File: config.mk
export PLATFORM = sky130hd
export DESIGN_NAME = lfu_front
export DESIGN_NICKNAME = d
export VERILOG_FILES = /design/src/design/lfu_pkg.sv /design/src/design/lfu_front.sv
export SDC_FILE = /design/constraint.sdc
export NUM_CORES = 1
export LEC_CHECK = 0
export CAP_MARGIN = 0
export CORE_MARGIN = 1.5
export CORE_UTILIZATION = 50
export DETAILED_ROUTE_END_ITERATION = 8
export DONT_BUFFER_PORTS = 1
export HOLD_SLACK_MARGIN = 0.08
export SLEW_MARGIN = 0
export SYNTH_ARGS = -nofsm -noshare
export SYNTH_HDL_FRONTEND = slang
export SYNTH_SLANG_ARGS = --single-unit
File: constraint.sdc
create_clock -name i_clk -period 35.8 [get_ports i_clk]
set_clock_uncertainty 0.1 [all_clocks]
set_input_delay 5.37 -clock i_clk [delete_from_list [all_inputs] [get_ports i_clk]]
set_output_delay 5.37 -clock i_clk [all_outputs]
set_load 0.03 [all_outputs]
File: src/design/lfu_pkg.sv
package lfu_pkg;

    // Operation codes.
    localparam logic [2:0] OP_LOOKUP   = 3'd0;
    localparam logic [2:0] OP_INSERT   = 3'd1;
    localparam logic [2:0] OP_REMOVE   = 3'd2;
    localparam logic [2:0] OP_PRESENCE = 3'd3;
    localparam logic [2:0] OP_EXPIRE   = 3'd4;

    // Status codes.
    localparam logic [1:0] ST_OK   = 2'd0;
    localparam logic [1:0] ST_MISS = 2'd1;
    localparam logic [1:0] ST_ZERO = 2'd2;

    // Configuration register indexes.
    localparam logic REG_BUDGET = 1'b0;
    localparam logic REG_LIMIT  = 1'b1;

    localparam logic [39:0] BUDGET_RST = 40'd104857600;
    localparam logic [10:0] LIMIT_RST  = 11'd1000;

    localparam int DEPTH_DEF    = 1024;
    localparam int TAG_BITS_DEF = 64;

    // Entry word layout, from the bottom up; the tag sits on top.
    localparam int F_LOC = 0;
    localparam int F_USE = 1;
    localparam int F_TIM = 33;
    localparam int F_SIZ = 65;
    localparam int F_HND = 105;
    localparam int F_TAG = 137;

    typedef struct packed {
        logic [2:0]  op;
        logic [63:0] key_tag;
        logic [31:0] handle;
        logic [39:0] item_size;
        logic        local_flag;
        logic [31:0] now;
        logic [31:0] max_age;
        logic        quick;
        logic [1:0]  quick_status;
    } t_req;

    typedef struct packed {
        logic [1:0]  status;
        logic [31:0] found_handle;
        logic [10:0] removed_count;
        logic [10:0] stored_entries;
        logic [39:0] used_bytes;
    } t_res;

endpackage

File: src/design/lfu_front.sv
module lfu_front
    import lfu_pkg::*;
(
    input  logic i_clk,
    input  logic i_rst_n,
    input  logic i_push,
    input  t_req i_req,
    output logic o_full,
    output logic o_valid,
    output t_req o_req,
    input  logic i_pop
);

    t_req       r_q [2];
    logic       r_wp;
    logic       r_rp;
    logic [1:0] r_cnt;
    t_req       w_cls;
    logic       w_push;
    logic       w_pop;

    // Requests that need no table access are marked here with their status.
    always_comb begin
        w_cls = i_req;
        w_cls.quick = 1'b0;
        w_cls.quick_status = ST_OK;
        if (i_req.op > OP_EXPIRE) begin
            w_cls.quick = 1'b1;
            w_cls.quick_status = ST_MISS;
        end else if (i_req.op == OP_INSERT && i_req.item_size == '0) begin
            w_cls.quick = 1'b1;
            w_cls.quick_status = ST_ZERO;
        end
    end

    assign o_full  = r_cnt[1];
    assign o_valid = r_cnt != 2'd0;
    assign o_req   = r_q[r_rp];
    assign w_push  = i_push && !o_full;
    assign w_pop   = i_pop && o_valid;

    always_ff @(posedge i_clk) begin
        if (w_push) begin
            r_q[r_wp] <= w_cls;
        end
        if (!i_rst_n) begin
            r_wp  <= 1'b0;
            r_rp  <= 1'b0;
            r_cnt <= 2'd0;
        end else begin
            if (w_push) begin
                r_wp <= !r_wp;
            end
            if (w_pop) begin
                r_rp <= !r_rp;
            end
            r_cnt <= r_cnt + {1'b0, w_push} - {1'b0, w_pop};
        end
    end

endmodule

* Word level (Yosys, flattened, before mapping) *
Memory sizes are Yosys's and may differ from the RTL's. A register that Yosys moved wholly into a read port is not among the register bits.
Cells that the tools add are included.

word-level totals
  flip-flop bits (word level) = 4
  bits in writable memories = 414
  output and inout port bits = 209
  memories kept = 1

cells by class
  add/sub/neg operators = 2
  magnitude comparators = 1
  equality and inequality tests = 1
  mux-type cells = 6
  reduce and logical (&&, ||, !) cells = 8

memory list
  memory  words  width  read ports  clocked after Yosys merged registers in  write ports  line             text
  r_q     2      207    1           1                                        1            lfu_front.sv:14  t_req r_q [2];

operator list
  kind                                                                    count
  40-bit zero test                                                        1
  3-bit 2-to-1 mux                                                        2
  1-bit 2-to-1 mux                                                        4
  3-bit by 1-bit equality test with 1-bit output (second input constant)  1
  3-bit > comparator (second input constant)                              1
  1-bit logical AND                                                       3
  1-bit zero test                                                         3
  2-bit by 1-bit adder with 2-bit output                                  1
  2-bit nonzero test                                                      1
  2-bit by 1-bit subtractor with 2-bit output                             1

* Depth between registers and ports, before layout *
Gate-level depths: netlist (run 1).

  depth in word-level cells = 4
  mapped depth = 7
  mapped depth without buffers = 7

* Worst setup path before layout (run 1) *
Ideal clock, no wire load.

  path type = input to register
  from = input i_push
  to = register r_wp
  arrival time = 14,771 ps
  required time = 35,602 ps
  path slack = 20,831 ps
  cell stages on the path = 3
  path buffers = 0
  cells stage by stage = nand2b_1 > nor2_1 > o21a_1

on the way
  cells in the longest elaborated chain, start to end = 1

RTL lines
  item                    line             text
  start: declaration      lfu_front.sv:6   input logic i_push,
  1-bit logical AND       lfu_front.sv:39  assign w_push = i_push && !o_full;
  end signal: assignment  lfu_front.sv:52  r_wp <= !r_wp;
  end: declaration        lfu_front.sv:15  logic r_wp;

No other way between the ends.
A chain may end at the register's enable or synchronous reset.

==> results of run 1 <==
## power by group through the flow
stage                     Clock (uW)  Sequential, uW  Combinational [uW]
after CTS                        452             652                 413
after global placement             0             657                 409
after detailed placement           0             662                 413
after floorplan                    0             663                 383
after global routing             472             658                 421
final                            440             651                 408
## synthesized netlist by cell type
| master | number |
|---|---|
| edfxtp_1 | 414 |
| mux2_4 | 130 |
| mux2_2 | 77 |
| buf_6 | 16 |
| nor4_1 | 9 |
| buf_2 | 7 |
| dfxtp_1 | 5 |
| and2_1 | 3 |
| inv_1 | 3 |
| xnor2_1 | 3 |
| ha_1 | 2 |
| nand4_1 | 2 |
| nor2_1 | 2 |
| nor2b_1 | 2 |
| nor3_1 | 2 |
| o21a_1 | 2 |
| nand2b_1 | 1 |
| nand3_1 | 1 |
| nor4b_1 | 1 |
| o21ai_0 | 1 |
| o31ai_1 | 1 |
| or2_2 | 1 |
## path summary, 6_finish.rpt
path                       startpoint                    to  slack [ns]  cells past startpoint
setup / recovery             register             o_req[70]       27.19                      2
hold / removal      r_rp$_SDFFE_PN0P_              register        0.47                      2
setup reg to reg  r_cnt[1]$_SDFF_PN0_  r_q[1][78]$_DFFE_PP_       31.43                      4
hold reg to reg     r_rp$_SDFFE_PN0P_              register        0.47                      2
## flip-flops by register name, indices dropped and copies added (netlist names), named ones only
signal and cells:
r_cnt 2, r_rp 1, r_wp 1, r_q 414
## kinds of logic (layout without fill, tap and decap cells)
| kind of cell | Yosys count | after routing |
|---|---|---|
| AO/OA/AOI/OAI | 4 | 4 |
| XOR/XNOR | 3 | 3 |
| adder cells (fa/ha/maj) | 2 | 2 |
| buffers and inverters | 26 | 86 |
| flip-flops | 419 | 419 |
| multiplexers | 207 | 207 |
| AND/OR/NAND/NOR | 24 | 24 |
## routing by layer
metal | track usage | up-vias | share of wire
met5 | 0 | - | 0
met4 | 0.05748 | 0 | 0.028
met3 | 0.08547 | 52 | 0.13
met2 | 0.3112 | 298 | 0.53
met1 | 0.1673 | 3113 | 0.32
li1 | - | 2790 | -
## area by class of cell
type / instances / area (um2)
fillers: 2201 / 13250
flip-flops and latches: 419 / 12540
multi-input cells: 240 / 3057
clock buffers: 50 / 1145
well taps: 396 / 495.5
clock inverters: 27 / 276.5
repair buffers: 6 / 57.56
inverters: 3 / 11.26
## placed cells by master, fill, tap and decap left out, types with 5 or more instances in the layout
master | netlist | final
edfxtp_1 | 414 | 414
mux2_4 | 130 | 130
mux2_2 | 77 | 77
clkbuf_16 | 0 | 45
clkinv_1 | 0 | 11
nor4_1 | 9 | 9
clkinv_2 | 0 | 8
bufinv_16 | 0 | 6
clkbuf_1 | 0 | 5
buf_4 | 0 | 5
## worst max-delay path, stage by stage, from the launching register on
cell and delay, ns:
dfxtp_4 1.04, buf_12 0.60, mux2_2 0.52
## per-stage QoR
stage	worst slack [ns]	total power, uW	utilization
after floorplan	20.83	1045	-
after global placement	26.78	1066	0.5241
after detailed placement	26.57	1075	0.5241
after CTS	27.11	1517	0.5702
after global routing	26.93	1551	0.5702
final	27.19	1499	0.5702
==> flow_metrics.py, run 1 <==
metrics = {
    "status": {
        "outcome": "finished, final reports clean",
    },
    "min_path": {
        "min_delay_worst_type": "register to register",
    },
    "yosys": {
        "post_synth.cell_area_avg_um2": 23.07,
        "synth_top_family_by_area": "multiplexers",
        "syn_nets": 898,
        "yosys_warnings": 0,
        "number_of_standard_cells_after_synthesis": 685,
        "yosys.area.top_type": "edfxtp_1",
        "post_synth_fa_ha_maj_area_fraction": 0.001584,
        "synth_seq_area_share": 0.7932,
        "number_of_synthesized_register_bits": 419,
        "synth_top_area_share": 0.7868,
        "post_synthesis_simple_gate_area_fraction": 0.009107,
        "synth_xor_xnor_area_share": 0.001663,
        "synthDistinctLibCells": 22,
        "netlist_area_mm2": 0.01580,
        "synth-compound-area-share": 0.001742,
        "muxShareOfSynthArea": 0.1784,
        "synth_top_cells_by_area": "edfxtp_1 (79%), mux2_4 (12%), mux2_2 (5.5%), buf_6 (1.1%), dfxtp_1 (0.63%)",
    },
    "clock_tree": {
        "cts_repair_resize_count": 0,
        "cts-root-to-sink-buffers": 3,
        "cts_max_level": 2,
        "postCtsSetupRepairBufs": 0,
        "tritoncts_clock_tree": "built",
        "numCtsBuffers": 43,
        "numClockSinks": 419,
        "cts_root_buf": "clkbuf_16",
        "clk_pin_slew_ns": 0.06,
        "insertion_delay_ns": 0.51,
        "hold_buf_cts": 0,
    },
    "grt": {
        "pin_count_of_the_biggest_net_entering_global_routing": 128,
        "first_global_vias": 6719,
        "antenna_violations_before_repair": 0,
        "grt_first_pass_wirelength_um": 41460,
        "global_route.usage.total": 0.1712,
        "total_gr_overflow": 0,
    },
    "floorplanning": {
        "std_cell_rows": 64,
        "die_height_um": 180.8,
        "floorplan.die_area_mm2": 0.03268,
        "die_width_um": 180.8,
        "floorplan.initialDensity": 0.5125,
        "num_io_pins": 420,
        "core_region_area_mm2": 0.03083,
    },
    "final_layout": {
        "fin_cells": 1141,
        "post-route-cell-area_mm2": 0.01758,
        "number_of_antenna_repair_diodes": 0,
        "final_nets": 926,
        "layout-drive-gt1-share": 0.3732,
        "areaGrowthSynthToFinish_pct": 11.25,
    },
    "timing": {
        "setup-violations-final": 0,
        "number_of_slew_limit_violations_in_the_final_report": 0,
        "hold_slack_ns": 0.4740,
        "final-hold-violation-count": 0,
        "timing.slew.headroom": 0.2188,
        "tightestPinTransition_ns": 1.169,
        "timing.final.crit_period_ns": 8.610,
        "timing.fmax_mhz": 116.1,
        "fin_crit_sh": 0.2405,
        "rsz0062_at_grt": "no",
        "fin_tns_setup_ns": 0,
    },
    "power_and_ir_drop": {
        "ir_worst_vdd_mv": 0.07174,
        "power_frac_comb": 0.272,
        "cellLeakagePower_uw": 0.005916,
        "power.share.switching": 0.3165,
        "cellPowerDensity_mw_per_mm2": 85.27,
        "intPower_uw": 1024,
        "seq_power_share": 0.434,
        "clock_power_share": 0.294,
        "p_switching_uw": 474.4,
    },
    "setup_path": {
        "cp.required_ns": 30.33,
        "worst_ep_arrival_time_ns": 3.14,
        "critical_path_peak_fanout": 127,
        "criticalPathCategory": "register to output pin",
        "worstSetupStartpointType": "register",
        "critical_path.endpoint_type": "output pin",
    },
    "routing": {
        "via_count": 6253,
        "postRouteWirelength_um": 28790,
        "drcViolationCount": 0,
        "drtIter0Drc": 335,
        "final_antenna_net_count": 0,
        "vias_per_cell": 5.480,
        "drt_pre_antenna_iters": 4,
        "avgRoutedWirePerCell_um": 25.23,
    },
    "placed_design": {
        "dp.final_hpwl_um": 19560,
        "placement.cell_area_mm2": 0.01616,
        "finalWeightedCongestion": 0.7135,
        "placement.io_buffers": 0,
        "dp.cells": 1064,
    },
    "flow_run": {
        "count_of_maximum_capacitance_violations": 0,
    },
}
(Power assumes the default switching activity.)
==> inputs of run 2 (changes only) <==
==> constraint.sdc (replaced) <==
create_clock -name i_clk -period 8.5 [get_ports i_clk]
set_clock_uncertainty 0.1 [all_clocks]
set_input_delay 1.275 -clock i_clk [delete_from_list [all_inputs] [get_ports i_clk]]
set_output_delay 1.275 -clock i_clk [all_outputs]
set_load 0.03 [all_outputs]
==> flow_metrics.py, run 2 (synthesis gave the netlist of run 1 again) <==
metrics = {
    "floorplanning": {
        "floorplan.die_area_mm2": 0.03268,
        "die_height_um": 180.8,
        "core_region_area_mm2": 0.03083,
        "num_io_pins": 420,
        "std_cell_rows": 64,
        "floorplan.initialDensity": 0.5125,
        "die_width_um": 180.8,
    },
    "setup_path": {
        "critical_path_peak_fanout": 68,
        "regToRegSetupSlack_ns": 5.12,
        "timing.rr.end": "r_q[0][203]$_DFFE_PP_",
        "endpoint": "o_req[206]",
        "worst_ep_arrival_time_ns": 3.04,
        "cp.required_ns": 7.12,
        "reg2reg_from": "r_cnt[1]$_SDFF_PN0_",
        "worstSetupStartpointType": "register",
        "worstRegToRegCells": 4,
        "criticalPathCategory": "register to output pin",
        "critical_path.endpoint_type": "output pin",
    },
    "grt": {
        "antenna_violations_before_repair": 0,
        "grt_first_pass_wirelength_um": 41430,
        "first_global_vias": 6675,
        "global_route.usage.total": 0.1717,
        "pin_count_of_the_biggest_net_entering_global_routing": 81,
        "total_gr_overflow": 0,
    },
    "final_layout": {
        "number_of_antenna_repair_diodes": 0,
        "regs_by_ff_count": "r_q x414, r_cnt x2",
        "mostFrequentLayoutCells": "edfxtp_1 (414), mux2_4 (130), mux2_2 (77)",
        "layout_commonest_cell": "edfxtp_1",
        "top_register": "r_q",
        "largest_register_ff_count": 414,
        "final_nets": 928,
        "layout-drive-gt1-share": 0.3686,
        "areaGrowthSynthToFinish_pct": 10.90,
    },
    "routing": {
        "drcViolationCount": 0,
        "via_count": 6256,
        "drt_pre_antenna_iters": 4,
        "drtIter0Drc": 383,
        "vias_per_cell": 5.478,
        "final_antenna_net_count": 0,
        "postRouteWirelength_um": 28900,
        "avgRoutedWirePerCell_um": 25.31,
    },
    "flow_run": {
        "count_of_maximum_capacitance_violations": 0,
    },
    "placed_design": {
        "finalWeightedCongestion": 0.7561,
        "placement.io_buffers": 0,
        "dp.final_hpwl_um": 20400,
    },
    "timing": {
        "timing.final.crit_period_ns": 4.420,
        "final-hold-violation-count": 0,
        "rsz0062_at_grt": "no",
        "timing.fmax_mhz": 226.3,
        "setup-violations-final": 0,
        "number_of_slew_limit_violations_in_the_final_report": 0,
        "tightestPinTransition_ns": 1.045,
        "fin_tns_setup_ns": 0,
        "timing.slew.headroom": 0.3032,
        "fin_crit_sh": 0.5200,
    },
    "clock_tree": {
        "clk_pin_slew_ns": 0.06,
        "numClockSinks": 419,
        "hold_buf_cts": 0,
        "numCtsBuffers": 42,
        "cts_repair_resize_count": 0,
        "insertion_delay_ns": 0.51,
        "cts-root-to-sink-buffers": 3,
        "cts_root_buf": "clkbuf_16",
        "postCtsSetupRepairBufs": 0,
        "tritoncts_clock_tree": "built",
        "cts_max_level": 2,
    },
    "status": {
        "outcome": "finished, final reports clean",
    },
    "min_path": {
        "min_delay_worst_type": "register to register",
        "hold_path.startpoint": "r_rp$_SDFFE_PN0P_",
    },
    "power_and_ir_drop": {
        "cellLeakagePower_uw": 0.005891,
        "cellPowerDensity_mw_per_mm2": 355.5,
        "ir_worst_vdd_mv": 0.1975,
        "totalPowerFinal_uw": 6230,
    },
}
[run 2: layout make-up]
type	count	area [um2]
clock buffers	52	1152
clock inverters	23	203.9
well taps	396	495.5
inverters	3	11.26
fillers	2236	13310
flip-flops and latches	419	12540
multi-input cells	240	3057
repair buffers	9	67.56
[run 2: power by group]
| part | internal, uW | switching [uW] | leakage (uW) |
|---|---|---|---|
| combinational | 552 | 1170 | 0.00133 |
| clock | 1080 | 695 | 0.000656 |
| sequential | 2620 | 119 | 0.00391 |
| total | 4240 | 1990 | 0.00589 |
[run 2: worst min path at each step]
stage / endpoint / slack, ns / cells after the start
after detailed placement: register / 0.43 / 2
after global placement: r_rp$_SDFFE_PN0P_ / 0.42 / 2
final: register / 0.44 / 2
after CTS: register / 0.45 / 2
after floorplan: register / 0.40 / 2
after global routing: register / 0.49 / 2
[run 2: through the flow]
stage | setup slack [ns] | instances | hold slack, ns | area (um2) | util
floorplan | 1.140 | 685 | 0.4040 | 15810 | -
global route | 3.875 | 1142 | 0.4912 | 17520 | 0.5684
CTS | 3.999 | 1142 | 0.4472 | 17520 | 0.5684
finish | 4.080 | 1142 | 0.4450 | 17520 | 0.5684
global placement | 4.533 | 1067 | 0.4215 | 16170 | 0.5244
detailed placement | 4.440 | 1067 | 0.4287 | 16170 | 0.5244
[run 2: critical path, cell delays in order, from the launching register on]
cell and delay (ns):
dfxtp_4 1.00, buf_4 0.90, mux2_2 0.52
[run 2: metal layers]
metal | up-vias | track usage | wire (um)
li1 | 2793 | - | -
met1 | 3094 | 0.1639 | 9039
met2 | 311 | 0.3090 | 15120
met3 | 58 | 0.09030 | 3757
met4 | 0 | 0.06588 | 988
met5 | - | 0 | 0
==> inputs of run 3 (changes only) <==
==> constraint.sdc (replaced) <==
create_clock -name i_clk -period 4.25 [get_ports i_clk]
set_clock_uncertainty 0.1 [all_clocks]
set_input_delay 0.6375 -clock i_clk [delete_from_list [all_inputs] [get_ports i_clk]]
set_output_delay 0.6375 -clock i_clk [all_outputs]
set_load 0.03 [all_outputs]
==> flow_metrics.py, run 3 (synthesis gave the netlist of run 1 again) <==
metrics = {
    "final_layout": {
        "number_of_antenna_repair_diodes": 0,
        "top_register": "r_q",
        "mostFrequentLayoutCells": "edfxtp_1 (414), mux2_4 (130), mux2_2 (77)",
        "final_nets": 937,
        "layout_commonest_cell": "edfxtp_1",
        "layout-drive-gt1-share": 0.3849,
        "regs_by_ff_count": "r_q x414, r_cnt x2",
        "fill_cells": 2221,
        "utilization_after_layout": 0.5763,
        "largest_register_ff_count": 414,
        "areaGrowthSynthToFinish_pct": 12.45,
    },
    "routing": {
        "vias_per_cell": 5.444,
        "avgRoutedWirePerCell_um": 25.36,
        "via_count": 6271,
        "drcViolationCount": 0,
        "postRouteWirelength_um": 29210,
        "final_antenna_net_count": 0,
        "drt_pre_antenna_iters": 6,
        "drtIter0Drc": 323,
    },
    "timing": {
        "timing.fmax_mhz": 314.2,
        "fin_crit_sh": 0.7490,
        "number_of_slew_limit_violations_in_the_final_report": 0,
        "rsz0062_at_grt": "no",
        "postLayoutSetupSlackWorst_ns": 1.067,
        "setup-violations-final": 0,
        "tightestPinTransition_ns": 1.078,
        "final-hold-violation-count": 0,
        "timing.slew.headroom": 0.2799,
        "timing.final.crit_period_ns": 3.183,
    },
    "clock_tree": {
        "cts-root-to-sink-buffers": 3,
        "insertion_delay_ns": 0.52,
        "clk_pin_slew_ns": 0.06,
        "numClockSinks": 419,
        "cts_max_level": 2,
        "numCtsBuffers": 43,
        "cts_repair_resize_count": 0,
        "tritoncts_clock_tree": "built",
        "cts_root_buf": "clkbuf_16",
    },
    "floorplanning": {
        "floorplan.initialDensity": 0.5125,
        "std_cell_rows": 64,
        "core_region_area_mm2": 0.03083,
        "die_height_um": 180.8,
        "die_width_um": 180.8,
        "num_io_pins": 420,
        "floorplan.die_area_mm2": 0.03268,
    },
    "grt": {
        "antenna_violations_before_repair": 0,
        "grt_first_pass_wirelength_um": 42030,
        "global_route.usage.total": 0.1734,
        "pin_count_of_the_biggest_net_entering_global_routing": 111,
        "total_gr_overflow": 0,
        "first_global_vias": 6735,
    },
    "setup_path": {
        "cp.required_ns": 3.51,
        "critical_path.endpoint_type": "output pin",
        "critical_path_peak_fanout": 110,
        "criticalPathCategory": "register to output pin",
        "worstSetupStartpointType": "register",
        "worst_ep_arrival_time_ns": 2.45,
        "reg2reg_from": "r_cnt[1]$_SDFF_PN0_",
    },
    "placed_design": {
        "dp.final_hpwl_um": 20730,
        "place_ws_ns": 1.615,
        "finalWeightedCongestion": 0.7089,
        "placement.io_buffers": 0,
    },
    "min_path": {
        "hold_path.startpoint": "i_req[56]",
        "min_delay_worst_type": "input port to register",
    },
    "power_and_ir_drop": {
        "cellPowerDensity_mw_per_mm2": 714.8,
        "cellLeakagePower_uw": 0.006012,
        "ir_worst_vdd_mv": 0.4139,
    },
    "status": {
        "outcome": "finished, final reports clean",
    },
    "flow_run": {
        "count_of_maximum_capacitance_violations": 0,
    },
}
==> run 3: cell types whose count changed in the layout (fill, tap and decap cells not counted), sizes merged <==
| cell | previous run | this run |
|---|---|---|
| buf | 9 | 13 |
| bufinv | 4 | 6 |
| clkbuf | 52 | 49 |
| clkinv | 17 | 18 |
| clkinvlp | 2 | 1 |
| dlygate4sd3 | 0 | 4 |
| inv | 3 | 6 |
==> run 3: what timing repair did <==
action	4_1_cts	5_1_grt
buffers inserted	0	0
endpoints found under the setup margin	0	0
hold buffers	0	4
hold endpoints to repair	0	5
==> run 3: final cells by class <==
type / instances / area, um2 / area share
Inverter: 3 / 11.26 / 0.0006338
Clock inverter: 28 / 296.5 / 0.01669
Clock buffer: 49 / 1151 / 0.06479
Tap cell: 396 / 495.5 / 0.02789
Sequential cell: 419 / 12540 / 0.7056
Timing Repair Buffer: 17 / 212.7 / 0.01197
Multi-Input combinational cell: 240 / 3064 / 0.1725
==> run 3: per-stage QoR <==
| step | setup TNS (ns) | cells | power, uW | cell area, um2 | hold slack, ns |
|---|---|---|---|---|---|
| finish | 0 | 1152 | 12700 | 17770 | 0.1043 |
| floorplan | -19.81 | 685 | 8682 | 15820 | 0.4040 |
| global route | 0 | 1152 | 13140 | 17770 | 0.07979 |
| global placement | 0 | 1071 | 9018 | 16280 | 0.4217 |
| CTS | 0 | 1148 | 12850 | 17730 | 0.08348 |
| detailed placement | 0 | 1071 | 9079 | 16280 | 0.4395 |
==> run 3: per-layer routing <==
layer  GRT usage  vias up  wire length (um)
li1            -     2817                 -
met1      0.1699     3128              9368
met2      0.3208      289             15780
met3     0.08647       37              3579
met4     0.04538        0               479
met5           0        -                 0
==> run 3: worst max-delay path: stages (launching register included) <==
cell     delay [ns]
dfxtp_4        0.70
buf_12         0.50
mux2_2         0.52
==> run 3: path summary, 6_finish.rpt <==
path	to	slack (ns)	cells after the start
max reg2reg	r_q[1][138]$_DFFE_PP_	1.79	3
min reg2reg	register	0.45	2
max	o_req[1]	1.07	2
min	r_q[0][56]$_DFFE_PP_	0.10	0
==> run 3: power breakdown <==
group / leakage (uW) / internal, uW / switching (uW)
Combinational: 0.00139 / 1140 / 2380
Sequential: 0.00391 / 5220 / 201
Clock: 0.000717 / 2310 / 1450
